===== config.mk =====
export PLATFORM = sky130hd
export DESIGN_NAME = tpid_lane
export DESIGN_NICKNAME = d
export VERILOG_FILES = /design/src/hdl/tpid_pkg.sv /design/src/hdl/tpid_lane.sv
export SDC_FILE = /design/constraint.sdc
export NUM_CORES = 2
export LEC_CHECK = 0
export ABC_AREA = 1
export BUFFER_PORTS_ARGS = -buffer_cell sky130_fd_sc_hd__clkbuf_2
export CAP_MARGIN = 25
export CORE_MARGIN = 3
export CORE_UTILIZATION = 54
export CTS_CLUSTER_SIZE = 25
export DETAILED_ROUTE_END_ITERATION = 7
export PLACE_DENSITY = 0.7
export SLEW_MARGIN = 30
export SYNTH_ARGS = -nofsm -noshare
export SYNTH_HDL_FRONTEND = slang
export SYNTH_SLANG_ARGS = --single-unit
export TNS_END_PERCENT = 5

===== constraint.sdc =====
create_clock -name clk -period 12.74 [get_ports clk]
set_clock_uncertainty 0.2 [all_clocks]
set_input_delay 1.911 -clock clk [delete_from_list [all_inputs] [get_ports clk]]
set_output_delay 1.911 -clock clk [all_outputs]
set_load 0.02 [all_outputs]

===== src/hdl/tpid_pkg.sv =====
// Shared types and constants for the two-axis incremental PID tracker.
// No dependencies; the lane, merge, top level and testbench import this package.
`default_nettype none

package tpid_pkg;

	localparam int FIELD_W    = 16;
	localparam int GAIN_W     = 16;
	localparam int SERVO_W    = 20;
	localparam int CFG_IDX_W  = 3;
	localparam int FIFO_DEPTH = 8;
	localparam int PTR_W      = $clog2(FIFO_DEPTH);
	localparam int CNT_W      = PTR_W + 1;

	localparam logic [GAIN_W-1:0] KP_RESET = GAIN_W'(1638);
	localparam logic [GAIN_W-1:0] KI_RESET = GAIN_W'(1475);
	localparam logic [GAIN_W-1:0] KD_RESET = GAIN_W'(1638);

	typedef enum logic [CFG_IDX_W-1:0] {
		REG_GAIN_P   = 3'd0,
		REG_GAIN_I   = 3'd1,
		REG_GAIN_D   = 3'd2,
		REG_ORIGIN_X = 3'd3,
		REG_ORIGIN_Y = 3'd4
	} cfg_reg_t;

	typedef struct packed {
		logic [GAIN_W-1:0] kp;
		logic [GAIN_W-1:0] ki;
		logic [GAIN_W-1:0] kd;
	} gains_t;

	typedef struct packed {
		logic signed [FIELD_W-1:0] target_x;
		logic signed [FIELD_W-1:0] target_y;
		logic signed [FIELD_W-1:0] spot_x;
		logic signed [FIELD_W-1:0] spot_y;
	} in_beat_t;

	typedef struct packed {
		logic signed [SERVO_W-1:0] servo_x;
		logic signed [SERVO_W-1:0] servo_y;
		logic                      spot_reused;
	} out_beat_t;

	typedef struct packed {
		logic                      valid;
		logic signed [SERVO_W-1:0] servo;
	} lane_res_t;

endpackage

`default_nettype wire


===== src/hdl/tpid_lane.sv =====
// One axis of the tracker: error history, three gain products, rounding and
// the saturating position accumulator. Depends on tpid_pkg.
`default_nettype none

module tpid_lane
	import tpid_pkg::*;
#(
	parameter int GAIN_FRAC_BITS = 14,
	parameter int POS_FRAC_BITS  = 12
) (
	input  wire logic                      clk,
	input  wire logic                      arst_n,
	input  wire gains_t                    gains,
	input  wire logic                      live,
	input  wire logic signed [FIELD_W-1:0] target,
	input  wire logic signed [FIELD_W-1:0] spot,
	input  wire logic                      spot_gone,
	input  wire logic                      home,
	input  wire logic signed [FIELD_W-1:0] origin,
	output lane_res_t                      res
);

	localparam int E_W     = FIELD_W + 1;
	localparam int D1_W    = E_W + 1;
	localparam int D2_W    = E_W + 2;
	localparam int PROD_W  = GAIN_W + 1 + D2_W;
	localparam int SUM_W   = PROD_W + 2;
	localparam int SH      = GAIN_FRAC_BITS - POS_FRAC_BITS;
	localparam int LSH     = (SH < 0) ? -SH : 0;
	localparam int RSH     = (SH > 0) ? SH : 0;
	localparam int DELTA_W = SUM_W + 1 + LSH;
	localparam int POS_W   = SERVO_W + POS_FRAC_BITS;
	localparam int NP_W    = ((POS_W > DELTA_W) ? POS_W : DELTA_W) + 1;

	logic signed [FIELD_W-1:0] last_spot_q, spot_sel;
	logic signed [E_W-1:0]     err, e1_q, e2_q, e_s1;
	logic signed [D1_W-1:0]    d1, d1_s1;
	logic signed [D2_W-1:0]    d2, d2_s1;
	logic signed [GAIN_W:0]    kp_s, ki_s, kd_s;
	logic signed [PROD_W-1:0]  p_s2, i_s2, d_s2;
	logic signed [SUM_W-1:0]   sum;
	logic signed [DELTA_W-1:0] sum_ext, delta, delta_s3;
	logic signed [NP_W-1:0]    np;
	logic signed [POS_W-1:0]   np_sat, pos_q;
	logic                      v_s1, v_s2, v_s3, v_s4;
	logic                      in_range;

	always_comb begin
		spot_sel = spot_gone ? last_spot_q : spot;
		err      = E_W'(target) - E_W'(spot_sel);
		d1       = D1_W'(err) - D1_W'(e1_q);
		d2       = D2_W'(err) - (D2_W'(e1_q) <<< 1) + D2_W'(e2_q);
		kp_s     = signed'({1'b0, gains.kp});
		ki_s     = signed'({1'b0, gains.ki});
		kd_s     = signed'({1'b0, gains.kd});
		sum      = SUM_W'(p_s2) + SUM_W'(i_s2) + SUM_W'(d_s2);
		sum_ext  = DELTA_W'(sum);
	end

	generate
		if (RSH > 0) begin : g_round
			localparam logic signed [DELTA_W-1:0] HALF = DELTA_W'(1) << (RSH - 1);
			assign delta = (sum_ext + HALF) >>> RSH;
		end else begin : g_scale
			assign delta = sum_ext <<< LSH;
		end
	endgenerate

	always_comb begin
		np       = NP_W'(pos_q) + NP_W'(delta_s3);
		in_range = (&np[NP_W-1:POS_W-1]) || ~(|np[NP_W-1:POS_W-1]);
		if (in_range) begin
			np_sat = np[POS_W-1:0];
		end else begin
			np_sat = {np[NP_W-1], {(POS_W-1){~np[NP_W-1]}}};
		end
	end

	always_ff @(posedge clk or negedge arst_n) begin
		if (!arst_n) begin
			v_s1        <= 1'b0;
			v_s2        <= 1'b0;
			v_s3        <= 1'b0;
			v_s4        <= 1'b0;
			e1_q        <= '0;
			e2_q        <= '0;
			last_spot_q <= '0;
			pos_q       <= '0;
		end else begin
			v_s1 <= live;
			v_s2 <= v_s1;
			v_s3 <= v_s2;
			v_s4 <= v_s3;
			if (live) begin
				e1_q        <= err;
				e2_q        <= e1_q;
				last_spot_q <= spot_sel;
			end
			if (home) begin
				last_spot_q <= origin;
				pos_q       <= POS_W'(origin) <<< POS_FRAC_BITS;
			end else if (v_s3) begin
				pos_q <= np_sat;
			end
		end
	end

	always_ff @(posedge clk) begin
		e_s1     <= err;
		d1_s1    <= d1;
		d2_s1    <= d2;
		p_s2     <= kp_s * d1_s1;
		i_s2     <= ki_s * e_s1;
		d_s2     <= kd_s * d2_s1;
		delta_s3 <= delta;
	end

	always_comb begin
		res.valid = v_s4;
		res.servo = pos_q[POS_W-1:POS_FRAC_BITS];
	end

endmodule

`default_nettype wire


==> results.cfg <==
[status]
outcome = finished clean

[routing]
drc_errors = 0
drt_first_iter_violations = 2734
detail_route.vias_per_cell = 5.20
ant_nets = 0
vias = 37600
drt_wl_total_um = 125000
wl_per_cell_um = 17.2
dr.pass1.iters = 6

[setup_path]
crit_type = primary input to flip-flop
crit_fanout = 18
endpoint_kind = flip-flop
max_stage_delay_ns = 0.57
crit_arrival_ns = 7.88
worstRegToRegCells = 19
cp_cell_sequence = clkbuf_2, nand2_1, fa_1, fa_1, fa_1, fa_1, inv_1, fa_1, inv_1, fa_1, inv_1, ha_1, a21o_1, a21oi_1, nand2_1, a31oi_1, o21ai_0, a21boi_0, o21bai_1, xor2_1
crit_path_frequent_cell = fa_1
crit_path_start_kind = primary input
required_ns = 13.00
crit_slowest_cell = fa_1

[synth]
syn_avg_cell_area_sq_um = 7.91
synth_edf_count = 0
ys_ff_latch = 281
synth_cells = 6117
synth_flop_cell = dfxtp_1
synth_fp_nets = 7514
syn_area_sq_um = 48400
ys_warn_count = 0
ys_types = 52
synth_seq_area_share = 0.125
synthArstFlopShare = 0.306

[clock_network]
ctsResizeCount = 0
post_cts.repair.setup_buffers = 0
cts_hold_buf = 0
cts-buffers-inserted = 31
cts_root_buf = clkbuf_16
clk_latency_ns = 0.59
cts_buffer_depth = 3
h-tree-depth = 1
path_clk_slew_ns = 0.06
clock_sinks = 281
tritoncts = built

[floorplan]
fp.dieW_um = 305
rows = 109
initial_core_util = 0.546
dieArea_sq_um = 93200
die_height_um = 305
core-area_sq_um = 88600
pin_count = 122

[sta]
slew_viol_final = 0
setup_viol = 0
tns_ns = 0
relSlewSlack = 0.331
max_slew.worst_pin.slew_ns = 1.00
max_freq_ghz = 0.131
period_share = 0.598
post-route-min-period_ns = 7.62
hold_viol = 0
rsz0062_at_grt = false

[cells_and_area]
n_fill_cell = 8210
syn2layout_area_growth_pct = 4.65
drive_gt1_frac = 0.0376
num_antenna_cells = 0
mostFrequentLayoutCells = inv_1, nand2_1, fa_1
mostFrequentLayoutCell = inv_1
nets = 7437

[worst_hold_path]
whs_path_depth = 0
min-delay-path-class = flip-flop to flip-flop

[global_route]
first_global_vias = 39300
grt_max_degree = 69
grt_first_pass_wirelength_um = 206000
grt_remaining_overflow = 0
grt_antenna_before_repair = 3
grt.total_usage = 0.276

[placement]
portBuffers = 121
hpwlAfterDp_um = 105000
gp_congestion = 0.965

[flow_run]
max-cap-violations = 0
-- per-stage QoR --
step                utilization  hold WS (ns)  cells  worst slack, ns  instance area (sq um)
finish                    0.571         0.146   7230             5.12                  50600
global route              0.571         0.161   7230             4.91                  50600
CTS                       0.571         0.148   7230             5.26                  50600
detailed placement        0.559         0.136   7172             4.68                  49500
global placement          0.559         0.136   7172             4.70                  49500
floorplan                     -         0.131   6117             5.19                  48400
-- sequential cells by signal (all words and copies together) (netlist names), 18 cells and up --
| name | flops |
|---|---|
| d_s2 | 36 |
| delta_s3 | 36 |
| p_s2 | 35 |
| i_s2 | 34 |
| pos_q | 32 |
| d2_s1 | 19 |
| d1_s1 | 18 |
-- Yosys cell counts, types with 8 or more instances --
cell type,n,share of area
inv_1,1683,0.13
nand2_1,1504,0.12
fa_1,864,0.36
ha_1,432,0.11
a21oi_1,228,0.024
clkbuf_1,205,0.016
dfxtp_1,195,0.081
nor2_1,182,0.014
o21ai_0,152,0.016
xor2_1,134,0.024
dfrtp_1,86,0.044
nand3_1,82,0.0085
xnor2_1,80,0.014
a31oi_1,34,0.0044
nor3_1,29,0.0030
a21boi_0,23,0.0036
buf_4,22,0.0034
o21bai_1,20,0.0031
o221ai_1,18,0.0033
buf_1,14,0.0011
a21o_1,13,0.0020
o21a_1,12,0.0019
nand4_1,11,0.0014
nor4_1,10,0.0013
o211ai_1,10,0.0016
nor2_2,8,0.0010
or2_2,8,0.0010
-- worst max-delay path: cells and delay by family --
kind	cells	cell delay (ns)
compound gates	6	1.51
xor+xnor	1	0.28
fa+ha+maj	7	3.43
buf+inv	4	0.50
simple gates	2	0.23
-- metal layers --
metal,vias to the layer above,track usage,share of wire
li1,17600,-,-
met1,18500,0.379,0.43
met2,1242,0.471,0.48
met3,183,0.0299,0.061
met4,0,0.0690,0.027
met5,-,0,0
-- kinds of logic (layout without fill, tap and decap cells) --
| kind of cell | after synthesis | in the layout | share of synthesized area |
|---|---|---|---|
| buf+inv | 1933 | 1881 | 0.152 |
| simple gates | 1856 | 1856 | 0.151 |
| fa+ha+maj | 1296 | 1296 | 0.469 |
| compound gates | 536 | 536 | 0.0634 |
| flops | 281 | 281 | 0.125 |
| xor+xnor | 214 | 214 | 0.0387 |
| mux | 1 | 1 | 0.000233 |
-- final cells by class --
type | instances | area [sq um] | area share
well taps | 1165 | 1460 | 0.0288
clock buffers | 44 | 970 | 0.0192
repair buffers | 137 | 732 | 0.0145
flip-flops and latches | 281 | 6060 | 0.120
clock inverters | 14 | 131 | 0.00260
inverters | 1686 | 6330 | 0.125
multi-input cells | 3903 | 34900 | 0.690
-- worst paths after layout --
kind	start	to	slack, ns
min in group asynchronous	arst_n	last_spot_q[9]	1.00
max reg2reg	d1_s1[10]	p_s2[27]	5.89
min reg2reg	v_s1	v_s2	0.15
max	gains[34]	p_s2[27]	5.12
min	v_s1	v_s2	0.15
max in group asynchronous	arst_n	e1_q[14]	10.37
Power is not shown: default switching activity piles up to over one toggle a cycle in this logic, so the estimate is an artifact.
