## config.mk

```make
export PLATFORM = sky130hd
export DESIGN_NAME = tpid_merge_flat
export DESIGN_NICKNAME = d
export VERILOG_FILES = /design/src/hdl/tpid_pkg.sv /design/src/hdl/tpid_stream_if.sv /design/src/hdl/tpid_merge.sv /design/src/flat_wrapper.sv
export SDC_FILE = /design/constraint.sdc
export NUM_CORES = 1
export LEC_CHECK = 0
export BUFFER_PORTS_ARGS = -buffer_cell sky130_fd_sc_hd__buf_2
export CAP_MARGIN = 25
export CORE_MARGIN = 8
export CORE_UTILIZATION = 40
export DETAILED_ROUTE_END_ITERATION = 10
export PLACE_DENSITY = 0.78
export REMOVE_ABC_BUFFERS = 1
export SLEW_MARGIN = 0
export SYNTH_ARGS = -nofsm -noshare
export SYNTH_HDL_FRONTEND = slang
export SYNTH_SLANG_ARGS = --single-unit
export TNS_END_PERCENT = 5
```

## constraint.sdc

```tcl
create_clock -name clk -period 6.8 [get_ports clk]
set_input_delay 0.34 -clock clk [delete_from_list [all_inputs] [get_ports clk]]
set_output_delay 0.34 -clock clk [all_outputs]
set_load 0.03 [all_outputs]
```

## src/hdl/tpid_pkg.sv

```systemverilog
// Shared types and constants for the two-axis incremental PID tracker.
// No dependencies; the lane, merge, top level and testbench import this package.
`default_nettype none

package tpid_pkg;

	localparam int FIELD_W    = 16;
	localparam int GAIN_W     = 16;
	localparam int SERVO_W    = 20;
	localparam int CFG_IDX_W  = 3;
	localparam int FIFO_DEPTH = 8;
	localparam int PTR_W      = $clog2(FIFO_DEPTH);
	localparam int CNT_W      = PTR_W + 1;

	localparam logic [GAIN_W-1:0] KP_RESET = GAIN_W'(1638);
	localparam logic [GAIN_W-1:0] KI_RESET = GAIN_W'(1475);
	localparam logic [GAIN_W-1:0] KD_RESET = GAIN_W'(1638);

	typedef enum logic [CFG_IDX_W-1:0] {
		REG_GAIN_P   = 3'd0,
		REG_GAIN_I   = 3'd1,
		REG_GAIN_D   = 3'd2,
		REG_ORIGIN_X = 3'd3,
		REG_ORIGIN_Y = 3'd4
	} cfg_reg_t;

	typedef struct packed {
		logic [GAIN_W-1:0] kp;
		logic [GAIN_W-1:0] ki;
		logic [GAIN_W-1:0] kd;
	} gains_t;

	typedef struct packed {
		logic signed [FIELD_W-1:0] target_x;
		logic signed [FIELD_W-1:0] target_y;
		logic signed [FIELD_W-1:0] spot_x;
		logic signed [FIELD_W-1:0] spot_y;
	} in_beat_t;

	typedef struct packed {
		logic signed [SERVO_W-1:0] servo_x;
		logic signed [SERVO_W-1:0] servo_y;
		logic                      spot_reused;
	} out_beat_t;

	typedef struct packed {
		logic                      valid;
		logic signed [SERVO_W-1:0] servo;
	} lane_res_t;

endpackage

`default_nettype wire

```

## src/hdl/tpid_stream_if.sv

```systemverilog
// Valid/ready stream interface carrying one payload beat.
// Payload type is set per instance; used by the tracker top level and merge stage.
`default_nettype none

interface tpid_stream_if #(
	parameter type T = logic
) ();
	logic valid;
	logic ready;
	T     data;

	modport source (output valid, output data, input ready);
	modport sink   (input valid, input data, output ready);
endinterface

`default_nettype wire

```

## src/hdl/tpid_merge.sv

```systemverilog
// Merge stage: joins both lane results and the reuse flag into one beat and
// queues it for the result channel. Depends on tpid_pkg and tpid_stream_if.
`default_nettype none

module tpid_merge
	import tpid_pkg::*;
(
	input  wire logic       clk,
	input  wire logic       arst_n,
	input  wire lane_res_t  lane_x,
	input  wire lane_res_t  lane_y,
	input  wire logic       reused,
	tpid_stream_if.source   servo
);

	out_beat_t        mem [FIFO_DEPTH];
	logic [PTR_W-1:0] wr_ptr_q, rd_ptr_q;
	logic [CNT_W-1:0] cnt_q;
	logic             wr, rd;

	always_comb begin
		wr          = lane_x.valid;
		rd          = (cnt_q != '0) && servo.ready;
		servo.valid = (cnt_q != '0);
		servo.data  = mem[rd_ptr_q];
	end

	always_ff @(posedge clk) begin
		if (wr) begin
			mem[wr_ptr_q] <= '{servo_x: lane_x.servo, servo_y: lane_y.servo,
				spot_reused: reused};
		end
	end

	always_ff @(posedge clk or negedge arst_n) begin
		if (!arst_n) begin
			wr_ptr_q <= '0;
			rd_ptr_q <= '0;
			cnt_q    <= '0;
		end else begin
			if (wr) wr_ptr_q <= wr_ptr_q + PTR_W'(1);
			if (rd) rd_ptr_q <= rd_ptr_q + PTR_W'(1);
			cnt_q <= cnt_q + CNT_W'(wr) - CNT_W'(rd);
		end
	end

endmodule

`default_nettype wire

```

## src/flat_wrapper.sv

```systemverilog
// flat-port wrapper written by rule: the top's interface ports become plain ports
module tpid_merge_flat import tpid_pkg::*;
  (clk, arst_n, lane_x, lane_y, reused, servo_valid, servo_data, servo_ready);
  tpid_stream_if servo_i ();
  input  wire logic clk;
  input  wire logic arst_n;
  input  wire lane_res_t lane_x;
  input  wire lane_res_t lane_y;
  input  wire logic reused;
  output wire logic [$bits(servo_i.valid)-1:0] servo_valid;
  output wire logic [$bits(servo_i.data)-1:0] servo_data;
  input wire logic [$bits(servo_i.ready)-1:0] servo_ready;
  assign servo_valid = servo_i.valid;
  assign servo_data = servo_i.data;
  assign servo_i.ready = servo_ready;
  tpid_merge u_core (.clk(clk), .arst_n(arst_n), .lane_x(lane_x), .lane_y(lane_y), .reused(reused), .servo(servo_i));
endmodule
```

==> results of run 1 <==
==> logic make-up after synthesis <==
logic type      share of synthesized area [%]
buf+inv                                  3.07
flops                                    57.3
compound gates                           1.46
mux                                      10.1
simple gates                             9.36
xor+xnor                                 6.14
fa+ha+maj                                12.6
==> worst paths after layout <==
check | from | to | slack, ns | cells past startpoint
setup / recovery | u_core.cnt_q[2] | u_core.cnt_q[2] | 4.48 | 10
hold / removal | lane_x[20] | u_core.wr_ptr_q[0] | 0.30 | 2
setup reg to reg | u_core.cnt_q[2] | u_core.cnt_q[2] | 4.48 | 10
hold reg to reg | u_core.rd_ptr_q[2] | u_core.rd_ptr_q[2] | 0.53 | 1
max in group asynchronous | arst_n | u_core.wr_ptr_q[1] | 6.18 | 2
min in group asynchronous | arst_n | u_core.rd_ptr_q[2] | 0.43 | 2
==> flip-flops by register name (all words and copies together) (netlist names) <==
| register | cells |
|---|---|
| u_core.mem | 8 |
| u_core.cnt_q | 4 |
| u_core.rd_ptr_q | 3 |
| u_core.wr_ptr_q | 3 |
==> per-layer routing <==
metal | vias to the layer above | GRT usage (%) | wire length, um
li1 | 236 | - | -
met4 | 0 | 5.13 | 32
met2 | 10 | 11.3 | 546
met3 | 4 | 3.23 | 76
met1 | 222 | 8.24 | 571
met5 | - | 0 | 0
==> cell type report <==
type                            instances  area [um2]  share of cell area, %
Sequential cell                        18         490                   50.8
Multi-Input combinational cell         38         339                   35.1
Timing Repair Buffer                    7        40.0                   4.15
Clock buffer                            4        36.3                   3.76
Tap cell                               27        33.8                   3.50
Inverter                                7        26.3                   2.72
==> what timing repair did <==
action	CTS	global route
hold endpoints to repair	10	0
buffers inserted	0	0
hold buffers	1	0
setup endpoints to repair	0	0
==> metrics by stage <==
stage / total power, uW / hold WS, ns / util (%)
global placement: 345 / 0.210 / 46.4
CTS: 426 / 0.293 / 48.7
finish: 418 / 0.304 / 48.7
floorplan: 317 / 0.0444 / -
global route: 460 / 0.307 / 48.7
detailed placement: 358 / 0.213 / 46.4
==> power by group through the flow <==
stage	Sequential (uW)	Combinational, uW	Clock, uW
floorplan	180	137	0
global placement	187	158	0
detailed placement	189	169	0
CTS	186	172	67.6
global route	192	195	73.4
finish	186	167	65.2
==> worst reg2reg max path, delay by kind of cell, from the launching register on <==
family        cells  cell delay, ns
xor+xnor          1            0.15
buf+inv           3            0.18
fa+ha+maj         4            0.99
flops             1            0.37
simple gates      2            0.53
==> synth_stat cells <==
cell,n
dfrtp_1,10
edfxtp_1,8
ha_1,7
inv_1,7
nor2_1,6
nand2_1,4
mux2_2,3
nand2b_1,3
xnor2_1,3
xor2_1,3
mux4_1,2
nor3_1,2
a21o_1,1
a21oi_1,1
fa_1,1
nand3_1,1
or3b_1,1
==> results.cfg, run 1 <==
[outcome]
run_status = finished clean

[floorplanning]
die_x_um = 62.3
die_h_um = 62.3
start_util_pct = 43.2
die_area_mm2 = 0.00388
rows = 16
core-area_mm2 = 0.00198
boundaryPins = 48

[final_layout]
final_layout_size_suffix_gt1_share_pct = 17.6
fillCellCount = 172
antenna_cells = 0
syn2layout_area_growth_pct = 12.9
layout_commonest_cell = dfrtp_1
final_cell_mix = 10 x dfrtp_1, 8 x edfxtp_1, 7 x inv_1, 7 x ha_1
nets = 129
post-route-cell-area_um2 = 966
fin_cells = 101

[global_route]
grt_pass1_wl_mm = 2.28
grt_antenna_before_repair = 0
grt_max_degree = 11
overflow = 0
grtUsageTotal_pct = 7.44
grt_pass1_vias = 509

[route]
wire_per_inst_um = 12.1
drc = 0
viasPerCell = 4.67
vias = 472
initialDrtViolationCount = 11
routed_wl_mm = 1.23
ant_nets = 0
dr.pass1.iters = 4

[power_and_ir_drop]
p_comb_share_pct = 40.0
p_sw_uw = 148
pwr-share-clk_pct = 15.6
leakagePower_uw = 0.000424
p_per_area_mw_per_mm2 = 433
p_seq_share_pct = 44.4
p_int_uw = 270
ir_drop_mv = 0.204
switching_share_pct = 35.3

[critical_path]
cp-end-kind = register
cpPeakStageDelay_ns = 0.38
startpoint_type = register
crit_family = adder cells
path_buf_inv = 3
worstPathCellList = inv_1 -> ha_1 -> or3b_1 -> nand2_1 -> inv_1 -> ha_1 -> inv_1 -> ha_1 -> fa_1 -> xor2_1
path_class = reg -> reg
cp.arrival_ns = 2.50
crit_fanout = 3
cpMaxStageDelayCell = or3b_1
critical_path_required_ns = 6.98

[clock_tree]
insertion_delay_ns = 0.29
cts_tree = built
cts-buffers-inserted = 3
numClockSinks = 18
htreeDepth = 1
cts-resized-gates = 0
clockRootBuffer = clkbuf_4
ctsLongestPathBuffers = 2
clk_pin_slew_ns = 0.10

[sta]
tightest_slew_ns = 0.233
setup_tns_ns = 0
grt_setup_unrepaired = false
fin_skew_ns = 0.00333
layout_setup_ws_ns = 4.48
finalCriticalPeriod_ns = 2.32
final-setup-viol-count = 0
max_slew_margin_pct = 84.5
finalHoldViolCount = 0
finalMaxSlewViolations = 0
min_period_over_period_pct = 34.1
fmax_mhz = 432

[placement]
hpwl_um = 909
place_area_um2 = 920
dp_cells = 96
post-place-ws_ns = 4.48
place_congestion = 0.759
portBuffers = 6

[yosys]
yosys-top-cells-area = dfrtp_1 29%, edfxtp_1 28%, ha_1 10%
syn_avg_cell_area_um2 = 13.6
ys_ff_latch = 18
synth_top_area_cell = dfrtp_1
ys_types = 17
synth_warnings = 0
synth.top_cell.area_share_pct = 29.2
synth_seq_area_share_pct = 57.3
syn_area_um2 = 856
syn-instance-count = 63

[hold_path]
hold_path_class = in -> reg

[job]
timing.max_cap.violations = 0
Power figures use the tool's default switching activity.
==> run 2: changes to the inputs <==
- clock period: 6.8 -> 2.2 ns (I/O delays scaled with it)
==> results.cfg, run 2 (synthesis gave the netlist of run 1 again) <==
[sta]
grt_setup_unrepaired = true
fmax_mhz = 470
finalMaxSlewViolations = 0
tightest_slew_ns = 0.234
finalCriticalPeriod_ns = 2.13
finalHoldViolCount = 0
layout_setup_ws_ns = 0.0721
max_slew_margin_pct = 84.4
fin_skew_ns = 0.00158
setup_tns_ns = 0
min_period_over_period_pct = 96.7
final-setup-viol-count = 0

[clock_tree]
insertion_delay_ns = 0.29
clk_pin_slew_ns = 0.10
cts-buffers-inserted = 3
numClockSinks = 18
ctsLongestPathBuffers = 2
clockRootBuffer = clkbuf_4
htreeDepth = 1
cts_tree = built

[critical_path]
path_class = reg -> reg
cp-end-kind = register
startpoint_type = register
critical_path_required_ns = 2.38
crit_fanout = 2
cp.arrival_ns = 2.31

[final_layout]
fin_cells = 106
largest_reg_flops = 8
final_layout_size_suffix_gt1_share_pct = 38.0
postLayoutCoreUtil_pct = 53.1
regMostFlops = u_core.mem
syn2layout_area_growth_pct = 23.0
reg_top3 = u_core.mem (8), u_core.cnt_q (4)
antenna_cells = 0
multi_input_area_um2 = 388
fillCellCount = 167
final_cell_mix = 10 x dfrtp_1, 8 x edfxtp_1, 6 x nor2_1, 6 x buf_2
layout_commonest_cell = dfrtp_1
nets = 134
seq_area_um2 = 490

[global_route]
grtUsageTotal_pct = 7.36
use_met2_pct = 12.0
grt_pass1_vias = 532
grt_antenna_before_repair = 0
grt_max_degree = 11
overflow = 0
met3_usage_pct = 2.15
grt.busiest_layer = met2
grt_pass1_wl_mm = 2.32
use_met1_pct = 8.33

[job]
timing.max_cap.violations = 0

[route]
vias = 514
dr.pass1.iters = 4
drc = 0
initialDrtViolationCount = 16
viasPerCell = 4.85
wire_per_inst_um = 13.1
ant_nets = 0
routed_wl_mm = 1.39

[placement]
hpwl_um = 940
place_congestion = 0.772
post-place-ws_ns = -0.0249
dp_cells = 98
portBuffers = 6

[floorplanning]
start_util_pct = 43.2
die_h_um = 62.3
rows = 16
boundaryPins = 48
die_area_mm2 = 0.00388
die_x_um = 62.3
core-area_mm2 = 0.00198

[power_and_ir_drop]
ir_drop_mv = 0.599
p_per_area_mw_per_mm2 = 1360
power_uw = 1430
leakagePower_uw = 0.000443

[hold_path]
hold_path_class = in -> reg

[outcome]
run_status = finished clean
## run 2: repair_timing
action                                 4_1_cts  5_1_grt
resized for setup                            4       10
pin swaps                                    0        6
hold buffers                                 1        0
setup endpoints to repair                    2        3
endpoints found under the hold margin       10        0
buffers inserted                             0        3
## run 2: cell type report
cell class              count  area share (%)
clock buffers               4            3.45
inverters                   7            2.50
multi-input cells          38            36.9
flip-flops and latches     18            46.6
well taps                  27            3.21
repair buffers             12            7.37
## run 2: worst max-delay path: stages (launching register included)
cell     delay [ns]
dfrtp_1        0.39
inv_2          0.07
ha_4           0.11
or3b_4         0.37
nand2_2        0.08
inv_2          0.05
ha_4           0.26
inv_2          0.04
ha_4           0.16
fa_2           0.35
xor2_1         0.15
## run 2: worst paths after layout
path	from	endpoint	slack, ns	depth (start not counted)
hold / removal	reused	u_core.mem[2][0]	0.09	1
min in group asynchronous	arst_n	u_core.rd_ptr_q[2]	0.20	2
hold reg to reg	u_core.rd_ptr_q[2]	u_core.rd_ptr_q[2]	0.54	1
max in group asynchronous	arst_n	u_core.wr_ptr_q[0]	1.81	2
setup reg to reg	u_core.cnt_q[2]	u_core.cnt_q[2]	0.07	10
setup / recovery	u_core.cnt_q[2]	u_core.cnt_q[2]	0.07	10
## run 2: per-stage QoR
| stage | hold WS [ns] | area [um2] |
|---|---|---|
| after floorplan | -0.186 | 856 |
| after global placement | -0.0196 | 935 |
| after CTS | 0.0706 | 990 |
| final | 0.0876 | 1050 |
| after detailed placement | -0.0132 | 935 |
| after global routing | 0.0948 | 1050 |
## run 2: where the power goes
group	internal, uW	switching, uW	leakage (uW)
Combinational	339	315	0.000233
Clock	101	97.9	0.0000210
Sequential	478	103	0.000189
## run 2: per-layer routing
metal	vias up	wire length, um
met2	8	721
met4	0	17
met5	-	0
met1	254	583
met3	2	67
li1	250	-
==> run 3: changes to the inputs <==
- ABC_AREA: default -> 1
- PLACE_DENSITY: 0.78 -> 0.76
==> results.cfg, run 3 <==
[final_layout]
regMostFlops = u_core.mem
syn2layout_area_growth_pct = 10.8
post-route-cell-area_mm2 = 0.00104
postLayoutCoreUtil_pct = 46.9
nets = 165
reg_top3 = u_core.mem (8), u_core.cnt_q (4)
antenna_cells = 0
final_cell_mix = 25 x nand2_1, 21 x inv_1, 10 x dfrtp_1, 8 x edfxtp_1, 7 x ha_1
final_layout_size_suffix_gt1_share_pct = 17.3
layout_commonest_cell = nand2_1
largest_reg_flops = 8

[sta]
timing.hold.ws_ns = 0.0821
tightest_slew_ns = 0.234
grt_setup_unrepaired = false
finalCriticalPeriod_ns = 2.03
finalMaxSlewViolations = 0
max_slew_margin_pct = 84.4
min_period_over_period_pct = 92.2
finalHoldViolCount = 0
fmax_mhz = 493
fin_skew_ns = 0.00747
setup_tns_ns = 0
final-setup-viol-count = 0

[global_route]
grt_antenna_before_repair = 0
grt_max_degree = 11
grtUsageTotal_pct = 7.07
grt.busiest_layer = met2
overflow = 0
met3_usage_pct = 1.92
use_met2_pct = 12.2
grt_pass1_wl_mm = 2.42
grt_pass1_vias = 627
use_met1_pct = 7.71

[clock_tree]
postCtsSetupBuffers = 0
insertion_delay_ns = 0.28
clk_pin_slew_ns = 0.10
ctsLongestPathBuffers = 2
cts-buffers-inserted = 3
cts_hold_buf = 1
cts_tree = built
clockRootBuffer = clkbuf_4
cts-resized-gates = 0
numClockSinks = 18
htreeDepth = 1

[floorplanning]
boundaryPins = 48
die_h_um = 64.4
die_area_mm2 = 0.00414
rows = 17
start_util_pct = 42.3
die_x_um = 64.4
core-area_mm2 = 0.00221

[yosys]
async_flop_share_pct = 55.6
synth_edf_count = 8
ys.flop_type = dfrtp_1
ys_ff_latch = 18
ys_types = 18
yosys-top-cells-area = dfrtp_1 27%, edfxtp_1 26%, nand2_1 10%
synth_top_area_cell = dfrtp_1
synth_seq_area_share_pct = 52.4
syn-instance-count = 99
syn_area_um2 = 936
syn_avg_cell_area_um2 = 9.45
synth.most_common_cell = nand2_1
synth.top_cell.area_share_pct = 26.7
synth_top_cells_by_count = 25 x nand2_1, 21 x inv_1, 10 x dfrtp_1
synth_warnings = 0

[power_and_ir_drop]
p_seq_share_pct = 41.9
p_int_uw = 760
p_sw_uw = 522
switching_share_pct = 40.7
p_comb_share_pct = 45.4
pwr-share-clk_pct = 12.7
ir_drop_mv = 0.724
leakagePower_uw = 0.000525
p_per_area_mw_per_mm2 = 1240

[route]
initialDrtViolationCount = 7
dr.pass1.iters = 4
drc = 0
wire_per_inst_um = 9.20
routed_wl_mm = 1.27
ant_nets = 0
viasPerCell = 4.38
vias = 604

[placement]
hpwl_mm = 1.06
place_congestion = 0.790
place_area_mm2 = 0.00100
portBuffers = 6

[critical_path]
critical_path_required_ns = 2.37
path_class = reg -> reg
startpoint_type = register
cp.arrival_ns = 2.20
crit_fanout = 4
cp-end-kind = register

[hold_path]
hold_path_class = in -> reg

[outcome]
run_status = finished clean

[job]
timing.max_cap.violations = 0
run 3: cell types whose count changed after synthesis, moves of 2 or more:
| cell | before | now |
|---|---|---|
| nand3_1 | 1 | 5 |
| mux2_2 | 3 | 0 |
| nor2_2 | 0 | 4 |
| o21ai_0 | 0 | 2 |
| nand2b_1 | 3 | 0 |
| nand2_1 | 4 | 25 |
| inv_2 | 0 | 2 |
| inv_1 | 7 | 21 |
| nor2_1 | 6 | 4 |
| xnor2_1 | 3 | 1 |
| mux4_1 | 2 | 0 |
| nor3_1 | 2 | 0 |
run 3: path summary, 6_finish.rpt:
check	startpoint	endpoint	slack [ns]	cells past startpoint
worst min register to register	u_core.wr_ptr_q[0]	u_core.wr_ptr_q[0]	0.56	2
max in group asynchronous	arst_n	u_core.cnt_q[3]	1.79	2
worst min-delay path	reused	u_core.mem[3][0]	0.08	1
worst max register to register	u_core.cnt_q[2]	u_core.cnt_q[2]	0.17	10
worst max-delay path	u_core.cnt_q[2]	u_core.cnt_q[2]	0.17	10
min in group asynchronous	arst_n	u_core.wr_ptr_q[0]	0.21	2
run 3: critical path: stages (launching register included):
cell and delay, ns:
dfrtp_1 0.37, inv_1 0.08, ha_1 0.16, nand3_2 0.08
nand2_2 0.10, inv_1 0.08, ha_1 0.28, inv_1 0.04
ha_1 0.20, fa_1 0.38, xor2_1 0.15
run 3: area by class of cell:
cell class | count | area (um2)
inverters | 23 | 86.3
fillers | 212 | 1170
clock buffers | 4 | 26.3
multi-input cells | 58 | 359
flip-flops and latches | 18 | 490
well taps | 28 | 35.0
repair buffers | 7 | 40.0
run 3: power by group through the flow:
stage	combinational [uW]	sequential [uW]	clock (uW)
2_1_floorplan	471	524	0
3_3_place_gp	550	538	0
3_5_place_dp	588	545	0
4_1_cts	594	538	161
5_1_grt	683	549	175
6_report	582	537	162
run 3: stage by stage:
stage / total power, uW / instances / setup WS (ns)
3_5_place_dp: 1130 / 133 / 0.169
2_1_floorplan: 995 / 99 / 0.109
5_1_grt: 1410 / 138 / 0.0352
4_1_cts: 1290 / 138 / 0.154
6_report: 1280 / 138 / 0.172
3_3_place_gp: 1090 / 133 / 0.214
run 3: logic make-up after synthesis:
kind of cell	count (synthesis)	share of synthesized area (%)
AOI/OAI and AO/OA	4	2.54
xor gates and xnor gates	5	4.68
adders and majority gates	8	11.5
buffers and inverters	23	9.23
DFF	18	52.4
and+or+nand+nor	41	19.7
run 3: per-layer routing:
metal / wire length (um) / share of wire (%)
met5: 0 / 0
met4: 27 / 2.1
met3: 44 / 3.5
met2: 654 / 52
met1: 542 / 43
